==> src/rtl/bpc_pkg.sv <==
`timescale 1ns / 1ps

package bpc_pkg;

   // Field and calibration word widths
   localparam int RAW_W     = 24;
   localparam int CAL_W     = 16;
   localparam int OUT_W     = 32;
   localparam int CSR_IDX_W = 3;

   // Calibration register indexes
   localparam logic [CSR_IDX_W-1:0] CSR_SENS_COEFF       = 3'd0;
   localparam logic [CSR_IDX_W-1:0] CSR_OFFSET_COEFF     = 3'd1;
   localparam logic [CSR_IDX_W-1:0] CSR_SENS_TEMPCO      = 3'd2;
   localparam logic [CSR_IDX_W-1:0] CSR_OFFSET_TEMPCO    = 3'd3;
   localparam logic [CSR_IDX_W-1:0] CSR_REF_TEMPERATURE  = 3'd4;
   localparam logic [CSR_IDX_W-1:0] CSR_TEMP_SENSITIVITY = 3'd5;

   // Scale factors, as shift amounts
   localparam int REF_SHIFT     = 8;
   localparam int TEMP_SHIFT    = 23;
   localparam int OFF_SHIFT     = 16;
   localparam int OFF_TC_SHIFT  = 7;
   localparam int SENS_SHIFT    = 15;
   localparam int SENS_TC_SHIFT = 8;
   localparam int T2_SHIFT      = 31;
   localparam int PRESS_SHIFT   = 21;

   // Temperature thresholds in 0.01 C
   localparam int TEMP_BASE  = 2000;
   localparam int COLD_BASE  = 1500;
   localparam int COLD_DELTA = TEMP_BASE + COLD_BASE;

   // Internal widths
   localparam int DT_W      = RAW_W + 1;
   localparam int MUL_W     = DT_W + CAL_W + 1;
   localparam int SQ_W      = 2 * DT_W;
   localparam int Q_W       = MUL_W - TEMP_SHIFT;
   localparam int OFF_TC_W  = MUL_W - OFF_TC_SHIFT;
   localparam int SENS_TC_W = MUL_W - SENS_TC_SHIFT;
   localparam int T2_W      = 2 * RAW_W - T2_SHIFT;
   localparam int OFF_W     = 40;
   localparam int C_W       = Q_W + 1;
   localparam int SQ2_W     = 2 * Q_W;
   localparam int CORR_W    = SQ2_W + 4;
   localparam int TEMP_W    = 21;
   localparam int SPLIT     = OFF_W / 2;
   localparam int PP_LO_W   = RAW_W + SPLIT;
   localparam int PP_HI_W   = RAW_W + SPLIT;
   localparam int PROD_W    = RAW_W + OFF_W;
   localparam int Q1_W      = PROD_W - PRESS_SHIFT;
   localparam int DIFF_W    = Q1_W + 1;
   localparam int P_W       = DIFF_W - SENS_SHIFT;

   typedef struct packed {
      logic [CAL_W-1:0] sens_coeff;
      logic [CAL_W-1:0] offset_coeff;
      logic [CAL_W-1:0] sens_tempco;
      logic [CAL_W-1:0] offset_tempco;
      logic [CAL_W-1:0] ref_temperature;
      logic [CAL_W-1:0] temp_sensitivity;
   } cal_type;

   localparam cal_type CAL_RESET = '{
      sens_coeff:       16'd40127,
      offset_coeff:     16'd36924,
      sens_tempco:      16'd23317,
      offset_tempco:    16'd23282,
      ref_temperature:  16'd33464,
      temp_sensitivity: 16'd28312
   };

   // First-order results
   typedef struct packed {
      logic [RAW_W-1:0]        raw_pressure;
      logic signed [Q_W-1:0]   temp_delta;
      logic signed [OFF_W-1:0] off;
      logic signed [OFF_W-1:0] sens;
      logic [T2_W-1:0]         t2;
   } base_type;

   // Corrected temperature, offset and sensitivity
   typedef struct packed {
      logic [RAW_W-1:0]         raw_pressure;
      logic signed [TEMP_W-1:0] temp;
      logic signed [OFF_W-1:0]  off;
      logic signed [OFF_W-1:0]  sens;
   } comp_type;

endpackage

==> src/rtl/bpc_front.sv <==
`timescale 1ns / 1ps

module bpc_front (
   input  logic                        clock,
   input  logic                        reset,
   input  bpc_pkg::cal_type            cal,
   input  logic                        in_valid,
   output logic                        in_stall,
   input  logic [bpc_pkg::RAW_W-1:0]   in_raw_pressure,
   input  logic [bpc_pkg::RAW_W-1:0]   in_raw_temperature,
   output logic                        out_valid,
   input  logic                        out_stall,
   output bpc_pkg::base_type           out_data
);
   import bpc_pkg::*;

   logic v1_ff, v2_ff, v3_ff;
   logic v1_in, v2_in, v3_in;
   logic rdy1, rdy2, rdy3;

   logic signed [DT_W-1:0]      dt_in, dt_ff;
   logic [RAW_W-1:0]            d1_s1_ff, d1_s2_ff;
   logic signed [MUL_W-1:0]     mt_in, mo_in, ms_in;
   logic signed [MUL_W-1:0]     mt_ff, mo_ff, ms_ff;
   logic signed [SQ_W-1:0]      msq_in;
   logic [T2_W-1:0]             t2_in, t2_ff;
   logic signed [MUL_W-1:0]     mt_adj, mo_adj, ms_adj;
   logic signed [OFF_TC_W-1:0]  off_tc;
   logic signed [SENS_TC_W-1:0] sens_tc;
   base_type                    base_in, base_ff;

   // Advance a stage when it is empty or the next one moves
   assign rdy3     = !v3_ff || !out_stall;
   assign rdy2     = !v2_ff || rdy3;
   assign rdy1     = !v1_ff || rdy2;
   assign in_stall = !rdy1;

   assign v1_in = rdy1 ? in_valid : v1_ff;
   assign v2_in = rdy2 ? v1_ff : v2_ff;
   assign v3_in = rdy3 ? v2_ff : v3_ff;

   always_ff @(posedge clock) begin
      if (reset) begin
         v1_ff <= 1'b0;
         v2_ff <= 1'b0;
         v3_ff <= 1'b0;
      end else begin
         v1_ff <= v1_in;
         v2_ff <= v2_in;
         v3_ff <= v3_in;
      end
   end

   // Stage 1: temperature difference against the reference
   assign dt_in = $signed({1'b0, in_raw_temperature})
                - $signed({1'b0, cal.ref_temperature, {REF_SHIFT{1'b0}}});

   // Stage 2: coefficient products and dT squared
   assign mt_in  = dt_ff * $signed({1'b0, cal.temp_sensitivity});
   assign mo_in  = dt_ff * $signed({1'b0, cal.offset_tempco});
   assign ms_in  = dt_ff * $signed({1'b0, cal.sens_tempco});
   assign msq_in = dt_ff * dt_ff;
   assign t2_in  = msq_in[T2_SHIFT+T2_W-1:T2_SHIFT];

   // Stage 3: scale with truncation toward zero, add base terms
   assign mt_adj = mt_ff + $signed({{(MUL_W-TEMP_SHIFT){1'b0}},
                                    {TEMP_SHIFT{mt_ff[MUL_W-1]}}});
   assign mo_adj = mo_ff + $signed({{(MUL_W-OFF_TC_SHIFT){1'b0}},
                                    {OFF_TC_SHIFT{mo_ff[MUL_W-1]}}});
   assign ms_adj = ms_ff + $signed({{(MUL_W-SENS_TC_SHIFT){1'b0}},
                                    {SENS_TC_SHIFT{ms_ff[MUL_W-1]}}});
   assign off_tc  = mo_adj[MUL_W-1:OFF_TC_SHIFT];
   assign sens_tc = ms_adj[MUL_W-1:SENS_TC_SHIFT];

   always_comb begin
      base_in.raw_pressure = d1_s2_ff;
      base_in.temp_delta   = mt_adj[MUL_W-1:TEMP_SHIFT];
      base_in.off  = $signed({{(OFF_W-CAL_W-OFF_SHIFT){1'b0}}, cal.offset_coeff,
                              {OFF_SHIFT{1'b0}}})
                   + $signed({{(OFF_W-OFF_TC_W){off_tc[OFF_TC_W-1]}}, off_tc});
      base_in.sens = $signed({{(OFF_W-CAL_W-SENS_SHIFT){1'b0}}, cal.sens_coeff,
                              {SENS_SHIFT{1'b0}}})
                   + $signed({{(OFF_W-SENS_TC_W){sens_tc[SENS_TC_W-1]}}, sens_tc});
      base_in.t2   = t2_ff;
   end

   always_ff @(posedge clock) begin
      if (rdy1) begin
         dt_ff    <= dt_in;
         d1_s1_ff <= in_raw_pressure;
      end
      if (rdy2) begin
         mt_ff    <= mt_in;
         mo_ff    <= mo_in;
         ms_ff    <= ms_in;
         t2_ff    <= t2_in;
         d1_s2_ff <= d1_s1_ff;
      end
      if (rdy3) begin
         base_ff <= base_in;
      end
   end

   assign out_valid = v3_ff;
   assign out_data  = base_ff;

endmodule

==> config.mk <==
export PLATFORM = sky130hd
export DESIGN_NAME = bpc_front
export DESIGN_NICKNAME = d
export VERILOG_FILES = /design/src/rtl/bpc_pkg.sv /design/src/rtl/bpc_front.sv
export SDC_FILE = /design/constraint.sdc
export NUM_CORES = 2
export LEC_CHECK = 0
export ABC_AREA = 1
export ABC_CLOCK_PERIOD_IN_PS = 20100
export BUFFER_PORTS_ARGS = -buffer_cell sky130_fd_sc_hd__buf_2
export CAP_MARGIN = 20
export CORE_MARGIN = 5
export CORE_UTILIZATION = 40
export CTS_BUF_LIST = sky130_fd_sc_hd__clkbuf_4
export CTS_CLUSTER_DIAMETER = 120
export DETAILED_ROUTE_END_ITERATION = 6
export SKIP_CTS_REPAIR_TIMING = 1
export SKIP_LAST_GASP = 1
export SLEW_MARGIN = 20
export SYNTH_ARGS = -nofsm -noshare
export SYNTH_HDL_FRONTEND = slang
export SYNTH_SLANG_ARGS = --single-unit
==> constraint.sdc <==
create_clock -name clock -period 20.1 [get_ports clock]
set_clock_uncertainty 0.15 [all_clocks]
set_input_delay 1.005 -clock clock [delete_from_list [all_inputs] [get_ports clock]]
set_output_delay 1.005 -clock clock [all_outputs]
set_load 0.01 [all_outputs]
==> results.toml <==
[layout]
area_growth_pct = 6.89
multi_input_area_sq_um = 60500
seq_area_sq_um = 10500
fin_nets = 12700
drive_above_1_share_pct = 5.37
final_cell_mix = "3015 x inv_1, 2422 x nand2_1, 1766 x fa_1"
mostFrequentLayoutCell = "inv_1"
nFillCells = 20900

[synth]
ys.flop_type = "edfxtp_1"
ys_seq_area_share_pct = 12.5
synth_fp_nets = 12600
synth-edff-count = 347
synth_async_sr_flop_share_pct = 0
ys.warnings.count = 0
syn_inst = 10100
syn_avg_cell_area_sq_um = 8.24
synth_area_sq_um = 83700
synth_cell_type_count = 53
synth-seq-cells = 350

[min_path]
hp-start = "cal[16]"
hp-class = "in -> reg"

[grt]
grt_pass1_vias = 69900
grt_max_degree = 70
antenna_found_initial = 9
gr-usage-all-layers_pct = 21.4
overflow = 0
grt_pass1_wl_um = 373000

[drt]
wl_um = 228000
via_per_inst = 4.83
vias = 63500
drcViolationCount = 0
initialDrtViolationCount = 3895
postRouteAntennaNets = 0
dr.pass1.iters = 6
wl_per_cell_um = 17.3

[placed_design]
io_buffers = 289
hpwl_um = 184000
dp_slack_ps = 12280
routabilityCongestion = 0.921

[die]
die_w_um = 467
die-area_sq_um = 218000
initial_core_util_pct = 40.3
rows = 167
ios = 290
dieHeight_um = 467
coreArea_sq_um = 208000

[clocking]
clock-sinks = 350
htree_levels = 3
cts_buffers = 102
clock_latency_ps = 1160
cts.path.max_buffers = 3
clk_pin_slew_ps = 70
clockRootBuffer = "clkbuf_4"
cts_tree = "yes"

[setup_path]
r2r_start = "dt_ff[9]$_DFFE_PN_"
crit_required_ps = 20880
crit_type = "reg -> reg"
cp-start-kind = "flop"
cp_slowest_cell = "fa_1"
crit_path_max_fanout = 48
crit_chain = "buf_4 -> buf_4 -> nand2_1 -> inv_1 -> fa_1 -> fa_1 -> fa_1 -> inv_1 -> fa_1 -> fa_1 -> inv_1 -> fa_1 -> fa_1 -> ha_1 -> a21oi_1 -> o21ai_0 -> nand2_1 -> nand3_1 -> a21oi_1 -> nand2_1 -> nor2_1 -> inv_1 -> nand2_1 -> nand2_1"
cp.arrival_ps = 8660
cpMostUsedCell = "fa_1"
slowest_delay_ps = 930
startpoint = "dt_ff[9]$_DFFE_PN_"
critPathCaptureType = "flop"

[timing]
worst_slew_pin_slew_ps = 1040
fin_setup_tns_ps = 0
setup_slack_ps = 12210
finalSetupViolCount = 0
relSlewSlack_pct = 30.5
slew_violations = 0
period_minus_slack_ps = 7890
period_share_pct = 39.2
fmax_mhz = 127
grt_setup_unrepaired = "false"
finalHoldViolCount = 0

[status]
status = "finished clean"

[flow_run]
drv_cap = 0
==> layout make-up <==
cell class                 count  share of cell area (%)
antenna                       11                  0.0308
clock buffer                 118                   0.991
clock inverter                65                   0.535
inverter                    3019                    12.7
multi-input combinational   6422                    67.6
sequential                   350                    11.7
tap                         2788                    3.90
timing repair buffer         383                    2.51
==> cells in the mapped netlist (10+ instances only) <==
master,count,share of area [%]
a31oi_1,26,0.19
nand2_1,2423,11
xor2_1,156,1.6
fa_1,1766,42
buf_1,18,0.081
inv_1,3017,14
nor4_1,23,0.17
nand2_2,10,0.075
or2_2,12,0.090
a21oi_1,283,1.7
xnor2_1,56,0.59
nor3_1,55,0.33
a21o_1,33,0.30
ha_1,532,8.0
edfxtp_1,347,12
o21bai_1,32,0.29
nand4_1,72,0.54
nand3_1,193,1.2
clkbuf_1,326,1.5
o21a_1,10,0.090
nor2_1,480,2.2
o21ai_0,171,1.0
nand3b_1,15,0.13
==> metrics by stage <==
stage          cell area, sq um  instances  utilization (%)  hold WS [ps]
2_1_floorplan             83700      10100                -           250
3_3_place_gp              87700      12900             42.2           250
3_5_place_dp              87700      12900             42.2           255
4_1_cts                   89000      13100             42.9          -252
5_1_grt                   89400      13200             43.0          26.5
6_report                  89400      13200             43.1           116
==> worst max-delay path, delay by kind of cell, from the launching register on <==
family          cells  cell delay (ps)
fa+ha+maj           8             4390
buf+inv             6             1520
simple gates        7              640
compound gates      3              590
flops               1              320
==> flip-flops by register name, indices dropped and copies added (netlist names) <==
signal	count
out_valid	1
mo_ff	42
t2_ff	17
mt_ff	42
v1_ff	1
out_data	131
dt_ff	25
d1_s2_ff	24
v2_ff	1
d1_s1_ff	24
ms_ff	42
==> cells by family after synthesis <==
family                     count (synthesis)  synth area share, %
xor gates and xnor gates                 212                 2.22
adders and majority gates               2298                 50.2
AOI/OAI and AO/OA                        594                 3.95
buffers and inverters                   3375                 15.2
DFF                                      350                 12.5
and+or+nand+nor                         3318                 15.9
==> worst paths after layout <==
path / endpoint / slack, ps / cells after the start
min reg2reg: d1_s2_ff[10]$_DFFE_PP_ / 230 / 0
min: dt_ff[8]$_DFFE_PN_ / 120 / 3
max: t2_ff[16]$_DFFE_PP_ / 12210 / 24
max reg2reg: t2_ff[16]$_DFFE_PP_ / 12210 / 24
==> metal layers <==
layer / global-route usage, % / vias to the layer above / wire length [um]
met5: 0 / - / 13
met4: 5.94 / 2 / 6370
met3: 2.78 / 371 / 12400
met1: 28.3 / 31800 / 97500
met2: 36.9 / 1785 / 112000
li1: - / 29600 / -
Power is not shown: default switching activity piles up to over one toggle a cycle in this logic, so the estimate is an artifact.
