==> src/rtl/bpc_pkg.sv <==
`timescale 1ns / 1ps

package bpc_pkg;

   // Field and calibration word widths
   localparam int RAW_W     = 24;
   localparam int CAL_W     = 16;
   localparam int OUT_W     = 32;
   localparam int CSR_IDX_W = 3;

   // Calibration register indexes
   localparam logic [CSR_IDX_W-1:0] CSR_SENS_COEFF       = 3'd0;
   localparam logic [CSR_IDX_W-1:0] CSR_OFFSET_COEFF     = 3'd1;
   localparam logic [CSR_IDX_W-1:0] CSR_SENS_TEMPCO      = 3'd2;
   localparam logic [CSR_IDX_W-1:0] CSR_OFFSET_TEMPCO    = 3'd3;
   localparam logic [CSR_IDX_W-1:0] CSR_REF_TEMPERATURE  = 3'd4;
   localparam logic [CSR_IDX_W-1:0] CSR_TEMP_SENSITIVITY = 3'd5;

   // Scale factors, as shift amounts
   localparam int REF_SHIFT     = 8;
   localparam int TEMP_SHIFT    = 23;
   localparam int OFF_SHIFT     = 16;
   localparam int OFF_TC_SHIFT  = 7;
   localparam int SENS_SHIFT    = 15;
   localparam int SENS_TC_SHIFT = 8;
   localparam int T2_SHIFT      = 31;
   localparam int PRESS_SHIFT   = 21;

   // Temperature thresholds in 0.01 C
   localparam int TEMP_BASE  = 2000;
   localparam int COLD_BASE  = 1500;
   localparam int COLD_DELTA = TEMP_BASE + COLD_BASE;

   // Internal widths
   localparam int DT_W      = RAW_W + 1;
   localparam int MUL_W     = DT_W + CAL_W + 1;
   localparam int SQ_W      = 2 * DT_W;
   localparam int Q_W       = MUL_W - TEMP_SHIFT;
   localparam int OFF_TC_W  = MUL_W - OFF_TC_SHIFT;
   localparam int SENS_TC_W = MUL_W - SENS_TC_SHIFT;
   localparam int T2_W      = 2 * RAW_W - T2_SHIFT;
   localparam int OFF_W     = 40;
   localparam int C_W       = Q_W + 1;
   localparam int SQ2_W     = 2 * Q_W;
   localparam int CORR_W    = SQ2_W + 4;
   localparam int TEMP_W    = 21;
   localparam int SPLIT     = OFF_W / 2;
   localparam int PP_LO_W   = RAW_W + SPLIT;
   localparam int PP_HI_W   = RAW_W + SPLIT;
   localparam int PROD_W    = RAW_W + OFF_W;
   localparam int Q1_W      = PROD_W - PRESS_SHIFT;
   localparam int DIFF_W    = Q1_W + 1;
   localparam int P_W       = DIFF_W - SENS_SHIFT;

   typedef struct packed {
      logic [CAL_W-1:0] sens_coeff;
      logic [CAL_W-1:0] offset_coeff;
      logic [CAL_W-1:0] sens_tempco;
      logic [CAL_W-1:0] offset_tempco;
      logic [CAL_W-1:0] ref_temperature;
      logic [CAL_W-1:0] temp_sensitivity;
   } cal_type;

   localparam cal_type CAL_RESET = '{
      sens_coeff:       16'd40127,
      offset_coeff:     16'd36924,
      sens_tempco:      16'd23317,
      offset_tempco:    16'd23282,
      ref_temperature:  16'd33464,
      temp_sensitivity: 16'd28312
   };

   // First-order results
   typedef struct packed {
      logic [RAW_W-1:0]        raw_pressure;
      logic signed [Q_W-1:0]   temp_delta;
      logic signed [OFF_W-1:0] off;
      logic signed [OFF_W-1:0] sens;
      logic [T2_W-1:0]         t2;
   } base_type;

   // Corrected temperature, offset and sensitivity
   typedef struct packed {
      logic [RAW_W-1:0]         raw_pressure;
      logic signed [TEMP_W-1:0] temp;
      logic signed [OFF_W-1:0]  off;
      logic signed [OFF_W-1:0]  sens;
   } comp_type;

endpackage

==> src/rtl/bpc_corr.sv <==
`timescale 1ns / 1ps

module bpc_corr (
   input  logic              clock,
   input  logic              reset,
   input  logic              in_valid,
   output logic              in_stall,
   input  bpc_pkg::base_type in_data,
   output logic              out_valid,
   input  logic              out_stall,
   output bpc_pkg::comp_type out_data
);
   import bpc_pkg::*;

   logic v1_ff, v2_ff, v3_ff;
   logic v1_in, v2_in, v3_in;
   logic rdy1, rdy2, rdy3;

   logic signed [C_W-1:0]    cold_in;
   logic [SQ2_W-1:0]         wsq_in, wsq_ff, csq_in, csq_ff;
   logic                     warm_in, warm_ff, cold_flag_in, cold_ff;
   base_type                 base_s1_ff;
   logic [CORR_W-1:0]        wsq_x, csq_x, five_w, seven_c, eleven_c;
   logic [CORR_W-1:0]        off2_in, off2_ff, sens2_in, sens2_ff;
   logic signed [TEMP_W-1:0] temp_in, temp_s2_ff;
   logic signed [OFF_W-1:0]  off_s2_ff, sens_s2_ff;
   logic [RAW_W-1:0]         d1_s2_ff;
   comp_type                 comp_in, comp_ff;

   // Advance a stage when it is empty or the next one moves
   assign rdy3     = !v3_ff || !out_stall;
   assign rdy2     = !v2_ff || rdy3;
   assign rdy1     = !v1_ff || rdy2;
   assign in_stall = !rdy1;

   assign v1_in = rdy1 ? in_valid : v1_ff;
   assign v2_in = rdy2 ? v1_ff : v2_ff;
   assign v3_in = rdy3 ? v2_ff : v3_ff;

   always_ff @(posedge clock) begin
      if (reset) begin
         v1_ff <= 1'b0;
         v2_ff <= 1'b0;
         v3_ff <= 1'b0;
      end else begin
         v1_ff <= v1_in;
         v2_ff <= v2_in;
         v3_ff <= v3_in;
      end
   end

   // Stage 1: squares of the distance below 20 C and below -15 C
   assign cold_in      = $signed({in_data.temp_delta[Q_W-1], in_data.temp_delta})
                       + $signed(C_W'(COLD_DELTA));
   assign wsq_in       = in_data.temp_delta * in_data.temp_delta;
   assign csq_in       = cold_in * cold_in;
   assign warm_in      = in_data.temp_delta[Q_W-1];
   assign cold_flag_in = cold_in[C_W-1];

   // Stage 2: second-order offset and sensitivity terms, corrected temperature
   assign wsq_x    = CORR_W'(wsq_ff);
   assign csq_x    = CORR_W'(csq_ff);
   assign five_w   = (wsq_x << 2) + wsq_x;
   assign seven_c  = (csq_x << 3) - csq_x;
   assign eleven_c = (csq_x << 3) + (csq_x << 1) + csq_x;

   assign off2_in  = (warm_ff ? (five_w >> 1) : '0) + (cold_ff ? seven_c : '0);
   assign sens2_in = (warm_ff ? (five_w >> 2) : '0) + (cold_ff ? (eleven_c >> 1) : '0);

   // Subtract T2 only below 20 C
   assign temp_in = $signed({{(TEMP_W-Q_W){base_s1_ff.temp_delta[Q_W-1]}},
                             base_s1_ff.temp_delta})
                  + $signed(TEMP_W'(TEMP_BASE))
                  - $signed({{(TEMP_W-T2_W){1'b0}},
                             (warm_ff ? base_s1_ff.t2 : {T2_W{1'b0}})});

   // Stage 3: subtract the corrections
   always_comb begin
      comp_in.raw_pressure = d1_s2_ff;
      comp_in.temp         = temp_s2_ff;
      comp_in.off          = off_s2_ff - $signed(off2_ff[OFF_W-1:0]);
      comp_in.sens         = sens_s2_ff - $signed(sens2_ff[OFF_W-1:0]);
   end

   always_ff @(posedge clock) begin
      if (rdy1) begin
         wsq_ff     <= wsq_in;
         csq_ff     <= csq_in;
         warm_ff    <= warm_in;
         cold_ff    <= cold_flag_in;
         base_s1_ff <= in_data;
      end
      if (rdy2) begin
         off2_ff    <= off2_in;
         sens2_ff   <= sens2_in;
         temp_s2_ff <= temp_in;
         off_s2_ff  <= base_s1_ff.off;
         sens_s2_ff <= base_s1_ff.sens;
         d1_s2_ff   <= base_s1_ff.raw_pressure;
      end
      if (rdy3) begin
         comp_ff <= comp_in;
      end
   end

   assign out_valid = v3_ff;
   assign out_data  = comp_ff;

`ifndef SYNTHESIS
   // Above 20 C no correction is applied
   assert property (@(posedge clock) disable iff (reset)
      v1_ff && !warm_ff && rdy2 |=> off2_ff == '0 && sens2_ff == '0)
      else $error("bpc_corr: correction applied above 20 C");

   // The offset correction never falls below the sensitivity correction
   assert property (@(posedge clock) disable iff (reset)
      v1_ff && rdy2 |=> off2_ff >= sens2_ff)
      else $error("bpc_corr: offset correction below sensitivity correction");
`endif

endmodule

==> config.mk <==
export PLATFORM = sky130hd
export DESIGN_NAME = bpc_corr
export DESIGN_NICKNAME = d
export VERILOG_FILES = /design/src/rtl/bpc_pkg.sv /design/src/rtl/bpc_corr.sv
export SDC_FILE = /design/constraint.sdc
export NUM_CORES = 2
export LEC_CHECK = 0
export BUFFER_PORTS_ARGS = -buffer_cell sky130_fd_sc_hd__buf_2
export CAP_MARGIN = 15
export CORE_ASPECT_RATIO = 0.75
export CORE_MARGIN = 1
export CORE_UTILIZATION = 45
export DETAILED_ROUTE_END_ITERATION = 6
export HOLD_SLACK_MARGIN = 0.08
export MAX_ROUTING_LAYER = met4
export PLACE_DENSITY_LB_ADDON = 0.05
export SYNTH_ARGS = -nofsm -noshare
export SYNTH_HDL_FRONTEND = slang
export SYNTH_SLANG_ARGS = --single-unit
export TNS_END_PERCENT = 30
==> constraint.sdc <==
create_clock -name clock -period 25 [get_ports clock]
set_input_delay 2.5 -clock clock [delete_from_list [all_inputs] [get_ports clock]]
set_output_delay 2.5 -clock clock [all_outputs]
set_load 0.02 [all_outputs]
==> results.toml <==
[floorplanning]
die_x_um = 411
rows = 112
die_area_sq_um = 127000
start_util_pct = 45.4
fp.dieH_um = 309
io_pins = 271
core_sq_um = 124000

[worst_setup_path]
path_class = "in -> reg"
worst_ep_required_time_ns = 25.38
worstSetupEndpointType = "flip-flop"
path_buf_inv = 9
startpoint_type = "primary input"
path_common_cell = "fa_1"
cpPeakStageDelay_ns = 0.97
path_delay_family = "adder cells"
worstPathMaxFanout = 30
critPathArrivalTime_ns = 12.42
slowest_stage = "xor2_1"

[synthesis]
yosysWarningCount = 0
yosysMostFrequentCell = "inv_1"
avgSynthCellArea_sq_um = 10.6
syn_inst = 5335
synth_top_area_share_pct = 28.8
synthXorXnorAreaFrac_pct = 5.49
synthTopCellsByCount = "inv_1, fa_1, edfxtp_1"
synth-compound-area-share_pct = 10.0
synth.distinct_cells = 88
syn_area_sq_um = 56400
ys_async_sr_fraction_pct = 0
synth_top_flop_cell = "edfxtp_1"
synth_mux_area_share_pct = 0.0910
ys_seq_elements = 544
synth_fa_ha_area_share_pct = 38.2
syn_nets = 6749
synth_area_leader_cell = "edfxtp_1"
synth-edff-count = 541
synth_top_family_by_area = "adder cells"
ys_seq_area_share_pct = 28.9
yosys.area_share.simple_pct = 9.73
yosys-top-cells-area = "edfxtp_1, fa_1, ha_1"

[routing]
drc = 0
dr_total_vias = 37300
first_iter_violations = 2072
firstDrtPassIters = 7
antenna_left = 0
vias_per_cell = 5.09
routed_wl_mm = 139
wl_per_cell_um = 19.0

[timing]
setup_slack_ns = 12.95
min_period_ns = 12.05
fin_crit_sh_pct = 48.2
tightest_slew_ns = 1.23
clock.fmax_ghz = 0.0830
rsz0062_at_grt = "false"
hold_viol_final = 0
slew_headroom_pct = 18.0
fin_worst_skew_ns = 0.0527
maxSlewViolCount = 0
finalSetupViolCount = 0
tns_ns = 0

[clocking]
cts-root-buf = "clkbuf_16"
post_cts_buffers = 0
cts_tree = "yes"
cts_htree_levels = 2
clkSinkCount = 544
clk_latency_ns = 0.69
cts_resized = 0
cts_made_buffers = 60
ctsHoldBuffers = 0
path_clk_slew_ns = 0.06
cts_buffer_depth = 3

[placed_design]
dp_cells = 7218
pre_cts_ws_ns = 12.43
dp_hpwl_mm = 112
io_buffers = 270
gp_congestion = 0.880

[hold_path]
hp-class = "reg -> reg"

[grt]
grt.overflow.total = 0
grt_max_degree = 92
antenna_found_initial = 3
grt_usage_pct = 23.0
grt_first_pass_wirelength_mm = 219
grt_pass1_vias = 38900

[final_layout]
drive_gt1_share_pct = 7.93
syn_to_final_growth_pct = 9.73
final_util_pct = 49.8
fin_cells = 7333
fin_nets = 7041

[run]
cap_violations = 0

[status]
status = "finished clean"
per-stage QoR:
stage / area, sq um / hold slack [ns]
2_1_floorplan: 56400 / 0.400
3_3_place_gp: 59900 / 0.401
3_5_place_dp: 59900 / 0.405
4_1_cts: 61900 / 0.415
5_1_grt: 61900 / 0.422
6_report: 61900 / 0.409
cells in the final DEF, fill, tap and decap left out, types with 7 or more instances in the layout:
cell type,synthesis,routed
a211oi_1,29,29
a21o_1,144,144
a21oi_1,281,281
a221oi_1,7,7
a31oi_1,28,28
and2_1,123,123
and3_1,32,32
buf_2,0,270
buf_4,1,41
clkbuf_1,77,7
clkbuf_16,0,60
clkinv_1,5,21
clkinv_2,0,11
edfxtp_1,541,541
fa_1,749,749
ha_1,521,521
inv_1,1047,1046
nand2_1,333,331
nand2b_1,66,66
nand3_1,43,43
nand4_1,21,21
nor2_1,346,346
nor2b_1,53,53
nor3_1,67,67
nor3b_1,11,11
nor4_1,10,10
o2111ai_1,7,7
o211ai_1,18,18
o21a_1,56,56
o21ai_0,113,113
o21ai_1,28,28
o21bai_1,48,48
o31a_1,8,8
o31ai_1,12,12
or2_2,10,10
or3_1,8,8
or4_1,11,11
xnor2_1,247,243
xor2_1,103,102
cell families (layout without fill, tap and decap cells):
kind of cell / after synthesis / in the layout
multiplexers: 5 / 5
adder cells (fa/ha/maj): 1270 / 1270
other: 1 / 3
buffers and inverters: 1138 / 1481
flip-flops: 544 / 544
XOR/XNOR: 351 / 351
AO/OA/AOI/OAI: 869 / 869
AND/OR/NAND/NOR: 1157 / 1157
layout make-up:
type / count / area, sq um
Fill cell: 11500 / 62400
Multi-Input combinational cell: 3653 / 35900
Sequential cell: 544 / 16300
Inverter: 1056 / 3970
Tap cell: 1653 / 2070
Timing Repair Buffer: 312 / 1680
Clock buffer: 67 / 1530
Clock inverter: 46 / 455
Antenna cell: 2 / 5.00
sequential cells by signal, summed over array words and instances, names as in the netlist, 21 cells and up:
name        cells
temp_s2_ff     21
off2_ff        40
d1_s2_ff       24
off_s2_ff      40
csq_ff         35
out_data      125
wsq_ff         37
base_s1_ff    138
sens_s2_ff     40
sens2_ff       39
routing by layer:
metal	vias to the layer above	global-route usage [%]	part of all wire, %
li1	18100	-	-
met1	18200	32.6	48
met2	819	35.1	44
met3	136	3.44	5.4
met4	0	4.82	1.9
met5	-	-	0
path summary, 6_finish.rpt:
| path | to | slack (ns) | from | cells after the start |
|---|---|---|---|---|
| max | csq_ff[36] | 12.95 | in_data[99] | 35 |
| min | sens_s2_ff[3] | 0.41 | base_s1_ff[20] | 0 |
| max reg2reg | sens2_ff[38] | 18.25 | csq_ff[7] | 23 |
| min reg2reg | sens_s2_ff[3] | 0.41 | base_s1_ff[20] | 0 |
worst register-to-register path: stages (launching register included):
cell	delay, ns
edfxtp_1	0.54
fa_1	0.53
ha_1	0.36
and2_1	0.18
a31o_2	0.21
a21oi_1	0.23
a22oi_1	0.25
a211oi_1	0.62
inv_1	0.09
a21oi_1	0.19
xor2_1	0.26
nor2_1	0.08
ha_1	0.38
a21oi_1	0.21
o21bai_1	0.08
a21oi_1	0.21
or4b_1	0.46
a211oi_1	0.42
o21ai_1	0.20
a31oi_1	0.41
nor2b_1	0.09
o21ai_1	0.22
a21oi_1	0.11
xor2_1	0.15
Power is left out: the tool's default activity adds up to more than one toggle a clock period on the data nets, which glitch-free logic cannot reach.
