`src/rtl/bpc_pkg.sv`:
```
`timescale 1ns / 1ps

package bpc_pkg;

   // Field and calibration word widths
   localparam int RAW_W     = 24;
   localparam int CAL_W     = 16;
   localparam int OUT_W     = 32;
   localparam int CSR_IDX_W = 3;

   // Calibration register indexes
   localparam logic [CSR_IDX_W-1:0] CSR_SENS_COEFF       = 3'd0;
   localparam logic [CSR_IDX_W-1:0] CSR_OFFSET_COEFF     = 3'd1;
   localparam logic [CSR_IDX_W-1:0] CSR_SENS_TEMPCO      = 3'd2;
   localparam logic [CSR_IDX_W-1:0] CSR_OFFSET_TEMPCO    = 3'd3;
   localparam logic [CSR_IDX_W-1:0] CSR_REF_TEMPERATURE  = 3'd4;
   localparam logic [CSR_IDX_W-1:0] CSR_TEMP_SENSITIVITY = 3'd5;

   // Scale factors, as shift amounts
   localparam int REF_SHIFT     = 8;
   localparam int TEMP_SHIFT    = 23;
   localparam int OFF_SHIFT     = 16;
   localparam int OFF_TC_SHIFT  = 7;
   localparam int SENS_SHIFT    = 15;
   localparam int SENS_TC_SHIFT = 8;
   localparam int T2_SHIFT      = 31;
   localparam int PRESS_SHIFT   = 21;

   // Temperature thresholds in 0.01 C
   localparam int TEMP_BASE  = 2000;
   localparam int COLD_BASE  = 1500;
   localparam int COLD_DELTA = TEMP_BASE + COLD_BASE;

   // Internal widths
   localparam int DT_W      = RAW_W + 1;
   localparam int MUL_W     = DT_W + CAL_W + 1;
   localparam int SQ_W      = 2 * DT_W;
   localparam int Q_W       = MUL_W - TEMP_SHIFT;
   localparam int OFF_TC_W  = MUL_W - OFF_TC_SHIFT;
   localparam int SENS_TC_W = MUL_W - SENS_TC_SHIFT;
   localparam int T2_W      = 2 * RAW_W - T2_SHIFT;
   localparam int OFF_W     = 40;
   localparam int C_W       = Q_W + 1;
   localparam int SQ2_W     = 2 * Q_W;
   localparam int CORR_W    = SQ2_W + 4;
   localparam int TEMP_W    = 21;
   localparam int SPLIT     = OFF_W / 2;
   localparam int PP_LO_W   = RAW_W + SPLIT;
   localparam int PP_HI_W   = RAW_W + SPLIT;
   localparam int PROD_W    = RAW_W + OFF_W;
   localparam int Q1_W      = PROD_W - PRESS_SHIFT;
   localparam int DIFF_W    = Q1_W + 1;
   localparam int P_W       = DIFF_W - SENS_SHIFT;

   typedef struct packed {
      logic [CAL_W-1:0] sens_coeff;
      logic [CAL_W-1:0] offset_coeff;
      logic [CAL_W-1:0] sens_tempco;
      logic [CAL_W-1:0] offset_tempco;
      logic [CAL_W-1:0] ref_temperature;
      logic [CAL_W-1:0] temp_sensitivity;
   } cal_type;

   localparam cal_type CAL_RESET = '{
      sens_coeff:       16'd40127,
      offset_coeff:     16'd36924,
      sens_tempco:      16'd23317,
      offset_tempco:    16'd23282,
      ref_temperature:  16'd33464,
      temp_sensitivity: 16'd28312
   };

   // First-order results
   typedef struct packed {
      logic [RAW_W-1:0]        raw_pressure;
      logic signed [Q_W-1:0]   temp_delta;
      logic signed [OFF_W-1:0] off;
      logic signed [OFF_W-1:0] sens;
      logic [T2_W-1:0]         t2;
   } base_type;

   // Corrected temperature, offset and sensitivity
   typedef struct packed {
      logic [RAW_W-1:0]         raw_pressure;
      logic signed [TEMP_W-1:0] temp;
      logic signed [OFF_W-1:0]  off;
      logic signed [OFF_W-1:0]  sens;
   } comp_type;

endpackage

```
`src/rtl/bpc_press.sv`:
```
`timescale 1ns / 1ps

module bpc_press (
   input  logic                              clock,
   input  logic                              reset,
   input  logic                              in_valid,
   output logic                              in_stall,
   input  bpc_pkg::comp_type                 in_data,
   output logic                              out_valid,
   input  logic                              out_stall,
   output logic signed [bpc_pkg::OUT_W-1:0]  out_temperature_centi,
   output logic signed [bpc_pkg::OUT_W-1:0]  out_pressure_pa
);
   import bpc_pkg::*;

   logic v1_ff, v2_ff, v3_ff, v4_ff, v5_ff;
   logic v1_in, v2_in, v3_in, v4_in, v5_in;
   logic rdy1, rdy2, rdy3, rdy4, rdy5;

   logic [PP_LO_W-1:0]         lo_in, lo_ff;
   logic signed [PP_HI_W-1:0]  hi_in, hi_ff;
   logic signed [PROD_W-1:0]   prod_in, prod_ff, prod_adj;
   logic signed [Q1_W-1:0]     q1_in, q1_ff;
   logic signed [DIFF_W-1:0]   diff_in, diff_ff, diff_adj;
   logic signed [P_W-1:0]      p_val;
   logic signed [OFF_W-1:0]    off_s1_ff, off_s2_ff, off_s3_ff;
   logic signed [TEMP_W-1:0]   temp_s1_ff, temp_s2_ff, temp_s3_ff, temp_s4_ff;
   logic signed [OUT_W-1:0]    temp_out_in, temp_out_ff, press_out_in, press_out_ff;

   // Advance a stage when it is empty or the next one moves
   assign rdy5     = !v5_ff || !out_stall;
   assign rdy4     = !v4_ff || rdy5;
   assign rdy3     = !v3_ff || rdy4;
   assign rdy2     = !v2_ff || rdy3;
   assign rdy1     = !v1_ff || rdy2;
   assign in_stall = !rdy1;

   assign v1_in = rdy1 ? in_valid : v1_ff;
   assign v2_in = rdy2 ? v1_ff : v2_ff;
   assign v3_in = rdy3 ? v2_ff : v3_ff;
   assign v4_in = rdy4 ? v3_ff : v4_ff;
   assign v5_in = rdy5 ? v4_ff : v5_ff;

   always_ff @(posedge clock) begin
      if (reset) begin
         v1_ff <= 1'b0;
         v2_ff <= 1'b0;
         v3_ff <= 1'b0;
         v4_ff <= 1'b0;
         v5_ff <= 1'b0;
      end else begin
         v1_ff <= v1_in;
         v2_ff <= v2_in;
         v3_ff <= v3_in;
         v4_ff <= v4_in;
         v5_ff <= v5_in;
      end
   end

   // Stage 1: raw pressure times the low and high halves of the sensitivity
   assign lo_in = in_data.raw_pressure * in_data.sens[SPLIT-1:0];
   assign hi_in = $signed({1'b0, in_data.raw_pressure})
                * $signed(in_data.sens[OFF_W-1:SPLIT]);

   // Stage 2: combine the partial products
   assign prod_in = $signed({hi_ff, {SPLIT{1'b0}}})
                  + $signed({{(PROD_W-PP_LO_W){1'b0}}, lo_ff});

   // Stage 3: scale the product, truncating toward zero
   assign prod_adj = prod_ff + $signed({{(PROD_W-PRESS_SHIFT){1'b0}},
                                        {PRESS_SHIFT{prod_ff[PROD_W-1]}}});
   assign q1_in    = prod_adj[PROD_W-1:PRESS_SHIFT];

   // Stage 4: remove the offset
   assign diff_in = $signed({q1_ff[Q1_W-1], q1_ff})
                  - $signed({{(DIFF_W-OFF_W){off_s3_ff[OFF_W-1]}}, off_s3_ff});

   // Stage 5: final scale toward zero, widen both results
   assign diff_adj     = diff_ff + $signed({{(DIFF_W-SENS_SHIFT){1'b0}},
                                            {SENS_SHIFT{diff_ff[DIFF_W-1]}}});
   assign p_val        = diff_adj[DIFF_W-1:SENS_SHIFT];
   assign press_out_in = $signed({{(OUT_W-P_W){p_val[P_W-1]}}, p_val});
   assign temp_out_in  = $signed({{(OUT_W-TEMP_W){temp_s4_ff[TEMP_W-1]}}, temp_s4_ff});

   always_ff @(posedge clock) begin
      if (rdy1) begin
         lo_ff      <= lo_in;
         hi_ff      <= hi_in;
         off_s1_ff  <= in_data.off;
         temp_s1_ff <= in_data.temp;
      end
      if (rdy2) begin
         prod_ff    <= prod_in;
         off_s2_ff  <= off_s1_ff;
         temp_s2_ff <= temp_s1_ff;
      end
      if (rdy3) begin
         q1_ff      <= q1_in;
         off_s3_ff  <= off_s2_ff;
         temp_s3_ff <= temp_s2_ff;
      end
      if (rdy4) begin
         diff_ff    <= diff_in;
         temp_s4_ff <= temp_s3_ff;
      end
      if (rdy5) begin
         press_out_ff <= press_out_in;
         temp_out_ff  <= temp_out_in;
      end
   end

   assign out_valid             = v5_ff;
   assign out_temperature_centi = temp_out_ff;
   assign out_pressure_pa       = press_out_ff;

`ifndef SYNTHESIS
   // A held first stage keeps its request and partial products
   assert property (@(posedge clock) disable iff (reset)
      v1_ff && !rdy1 |=> v1_ff && $stable(lo_ff) && $stable(hi_ff))
      else $error("bpc_press: held stage changed");

   // A full middle stage that cannot advance keeps its product
   assert property (@(posedge clock) disable iff (reset)
      v2_ff && !rdy2 |=> v2_ff && $stable(prod_ff) && $stable(off_s2_ff))
      else $error("bpc_press: stalled product lost");
`endif

endmodule

```
`config.mk`:
```
export PLATFORM = sky130hd
export DESIGN_NAME = bpc_press
export DESIGN_NICKNAME = d
export VERILOG_FILES = /design/src/rtl/bpc_pkg.sv /design/src/rtl/bpc_press.sv
export SDC_FILE = /design/constraint.sdc
export NUM_CORES = 2
export LEC_CHECK = 0
export BUFFER_PORTS_ARGS = -buffer_cell sky130_fd_sc_hd__buf_2
export CAP_MARGIN = 20
export CORE_MARGIN = 2
export CORE_UTILIZATION = 35
export DETAILED_ROUTE_END_ITERATION = 12
export GPL_ROUTABILITY_DRIVEN = 0
export HOLD_SLACK_MARGIN = 0.12
export PLACE_DENSITY = 0.55
export SLEW_MARGIN = 5
export SYNTH_ARGS = -nofsm -noshare
export SYNTH_HDL_FRONTEND = slang
export SYNTH_SLANG_ARGS = --single-unit
```
`constraint.sdc`:
```
create_clock -name clock -period 9.1 [get_ports clock]
set_input_delay 0.455 -clock clock [delete_from_list [all_inputs] [get_ports clock]]
set_output_delay 0.455 -clock clock [all_outputs]
set_load 0.01 [all_outputs]
```
==> impl_metrics.json <==
{
  "area_growth_pct": 10.1,
  "fp.dieH_um": 391,
  "ys_types": 74,
  "grt_pass1_vias": 35900,
  "die_area_um2": 153000,
  "finalMaxSlewViolations": 0,
  "cp-start-kind": "input port",
  "synth_top_area_cell": "fa_1",
  "num_vias": 34100,
  "coreArea_um2": 149000,
  "fin_crit_sh_pct": 80.5,
  "grt_usage_pct": 16.8,
  "min_period_ps": 7320,
  "fillCellCount": 14700,
  "setup_viol": 0,
  "hold_class": "reg -> reg",
  "nets": 6420,
  "crit_fanout": 37,
  "design.portCount": 195,
  "clkTransAtPathRegs_ps": 70,
  "cts_tree": "done",
  "syn-num-nets": 6297,
  "fin_skew_ps": 41.4,
  "drv_cap": 0,
  "synth-edff-count": 493,
  "ys_ff_latch": 498,
  "grt_pass1_wl_um": 202000,
  "cts_root_buf": "clkbuf_16",
  "cts_made_buffers": 51,
  "fmax_mhz": 137,
  "async_flop_share_pct": 0,
  "tns_ps": 0,
  "synth.area.top_cells": "fa_1, edfxtp_1, ha_1, inv_1, and2_1",
  "syn_avg_cell_area_um2": 10.6,
  "synth_top_cell_area_share_pct": 30.0,
  "maxSlewHeadroom_pct": 28.3,
  "multi_input_area_um2": 33200,
  "worstPathRequired_ps": 9470,
  "drt-pass1-iter-count": 5,
  "viasPerCell": 4.78,
  "path_class": "in -> reg",
  "row_count": 142,
  "htree_levels": 2,
  "endpoint_kind": "flop",
  "ys.warnings.count": 0,
  "synth_top_flop_cell": "edfxtp_1",
  "post_cts_buffers": 0,
  "grt_max_degree": 74,
  "synth_area_um2": 52500,
  "start_util_pct": 35.1,
  "first_iter_violations": 1897,
  "register_area_um2": 14900,
  "dpl.hpwl_um": 96400,
  "wl_per_cell_um": 17.8,
  "cts_sinks": 498,
  "syn_inst": 4951,
  "grt-ovfl-total": 0,
  "ant_nets": 0,
  "r2r_slack_ps": 5230,
  "worst_pin_slew_ps": 1070,
  "rsz0062_at_grt": "no",
  "whs_ps": 400,
  "antenna_found_initial": 7,
  "ys_seq_area_share_pct": 28.4,
  "status": "finished, final reports clean",
  "drive_above_1_share_pct": 6.70,
  "clock_latency_ps": 640,
  "cts_buffer_depth": 3,
  "finalHoldViolCount": 0,
  "drc": 0,
  "arrival_ps": 7690,
  "portBuffers": 194,
  "die_x_um": 391,
  "wirelength_um": 127000
}
-- registers in the layout, summed over array words and instances (netlist names), 40 cells and up --
signal,count
off_s1_ff,40
lo_ff,44
off_s3_ff,40
hi_ff,44
q1_ff,43
off_s2_ff,40
diff_ff,44
prod_ff,64
-- Yosys cell counts, types with 8 or more instances --
cell type,number
ha_1,430
and4_1,8
and2_1,473
edfxtp_1,493
o211ai_1,13
o21ai_0,74
buf_4,14
nand2b_1,36
inv_1,938
and3_1,33
o21a_1,29
fa_1,787
nor2b_1,28
o21bai_1,18
a31oi_1,13
a21o_1,93
nor3_1,12
nor2_1,96
nand4_1,36
nand3_1,58
clkbuf_1,206
a21oi_1,136
xor2_1,66
nand2_1,571
or3_1,8
xnor2_1,162
a211oi_1,17
-- critical path, stage by stage --
cell	delay (ps)
buf_2	800
nand2_1	150
fa_1	510
inv_1	50
fa_1	530
inv_1	50
fa_1	490
inv_1	60
fa_1	550
fa_1	430
fa_1	530
inv_1	60
fa_1	490
inv_1	50
ha_1	400
and3_1	240
o211a_1	150
o31ai_1	90
a21o_1	190
a2111oi_1	560
o21a_1	240
nor3_1	70
or4_1	390
o311ai_0	140
-- routing by layer --
layer	vias to the layer above	GRT usage (%)	share of wire [%]
li1	15800	-	-
met4	4	4.37	2.6
met3	200	2.18	5.4
met2	884	26.8	45
met5	-	0	0.024
met1	17200	24.1	47
-- final timing paths --
kind,startpoint,endpoint,depth (start not counted)
worst max-delay path,in_data[116],lo_ff[42],24
worst min-delay path,off_s2_ff[10],off_s3_ff[10],0
worst max register to register,lo_ff[22],prod_ff[63],12
worst min register to register,off_s2_ff[10],off_s3_ff[10],0
-- cells in the final DEF (no fill, tap or decap), types with 8 or more instances in the layout --
master	instances
inv_1	937
fa_1	787
nand2_1	569
edfxtp_1	493
and2_1	473
ha_1	430
buf_2	194
xnor2_1	162
a21oi_1	136
nor2_1	96
a21o_1	93
o21ai_0	74
xor2_1	66
dlygate4sd3_1	64
nand3_1	57
clkbuf_16	51
nand4_1	36
nand2b_1	36
buf_4	35
and3_1	33
o21a_1	29
nor2b_1	28
o21bai_1	18
a211oi_1	17
a31oi_1	13
o211ai_1	13
nor3_1	12
clkinv_2	9
or3_1	8
and4_1	8
-- layout make-up --
type / count / share of cell area (%)
Antenna cell: 2 / 0.00866
Clock buffer: 55 / 2.24
Clock inverter: 40 / 0.791
Inverter: 938 / 6.09
Multi-Input combinational cell: 3291 / 57.4
Sequential cell: 498 / 25.8
Tap cell: 2016 / 4.37
Timing Repair Buffer: 294 / 3.28
-- kinds of logic after synthesis --
| kind of cell | Yosys count | synth area share, % |
|---|---|---|
| XOR/XNOR | 228 | 3.81 |
| AND/OR/NAND/NOR | 1374 | 13.1 |
| AO/OA/AOI/OAI | 472 | 5.96 |
| buffers and inverters | 1162 | 8.42 |
| flip-flops | 498 | 28.4 |
| adder cells (fa/ha/maj) | 1217 | 40.3 |
-- stage by stage --
step	util, %	cell area, um^2	setup slack [ps]	std cells
3_3_place_gp	37.1	55400	1220	6973
3_5_place_dp	37.1	55400	1110	6973
2_1_floorplan	-	52500	2140	4951
5_1_grt	38.7	57800	1320	7132
6_report	38.7	57800	1780	7134
4_1_cts	38.7	57800	1780	7132
-- timing repair --
action	in CTS	in global routing
hold buffers	64	0
gates resized for setup	0	0
hold endpoints to repair	66	0
Power is not shown: default switching activity piles up to over one toggle a cycle in this logic, so the estimate is an artifact.
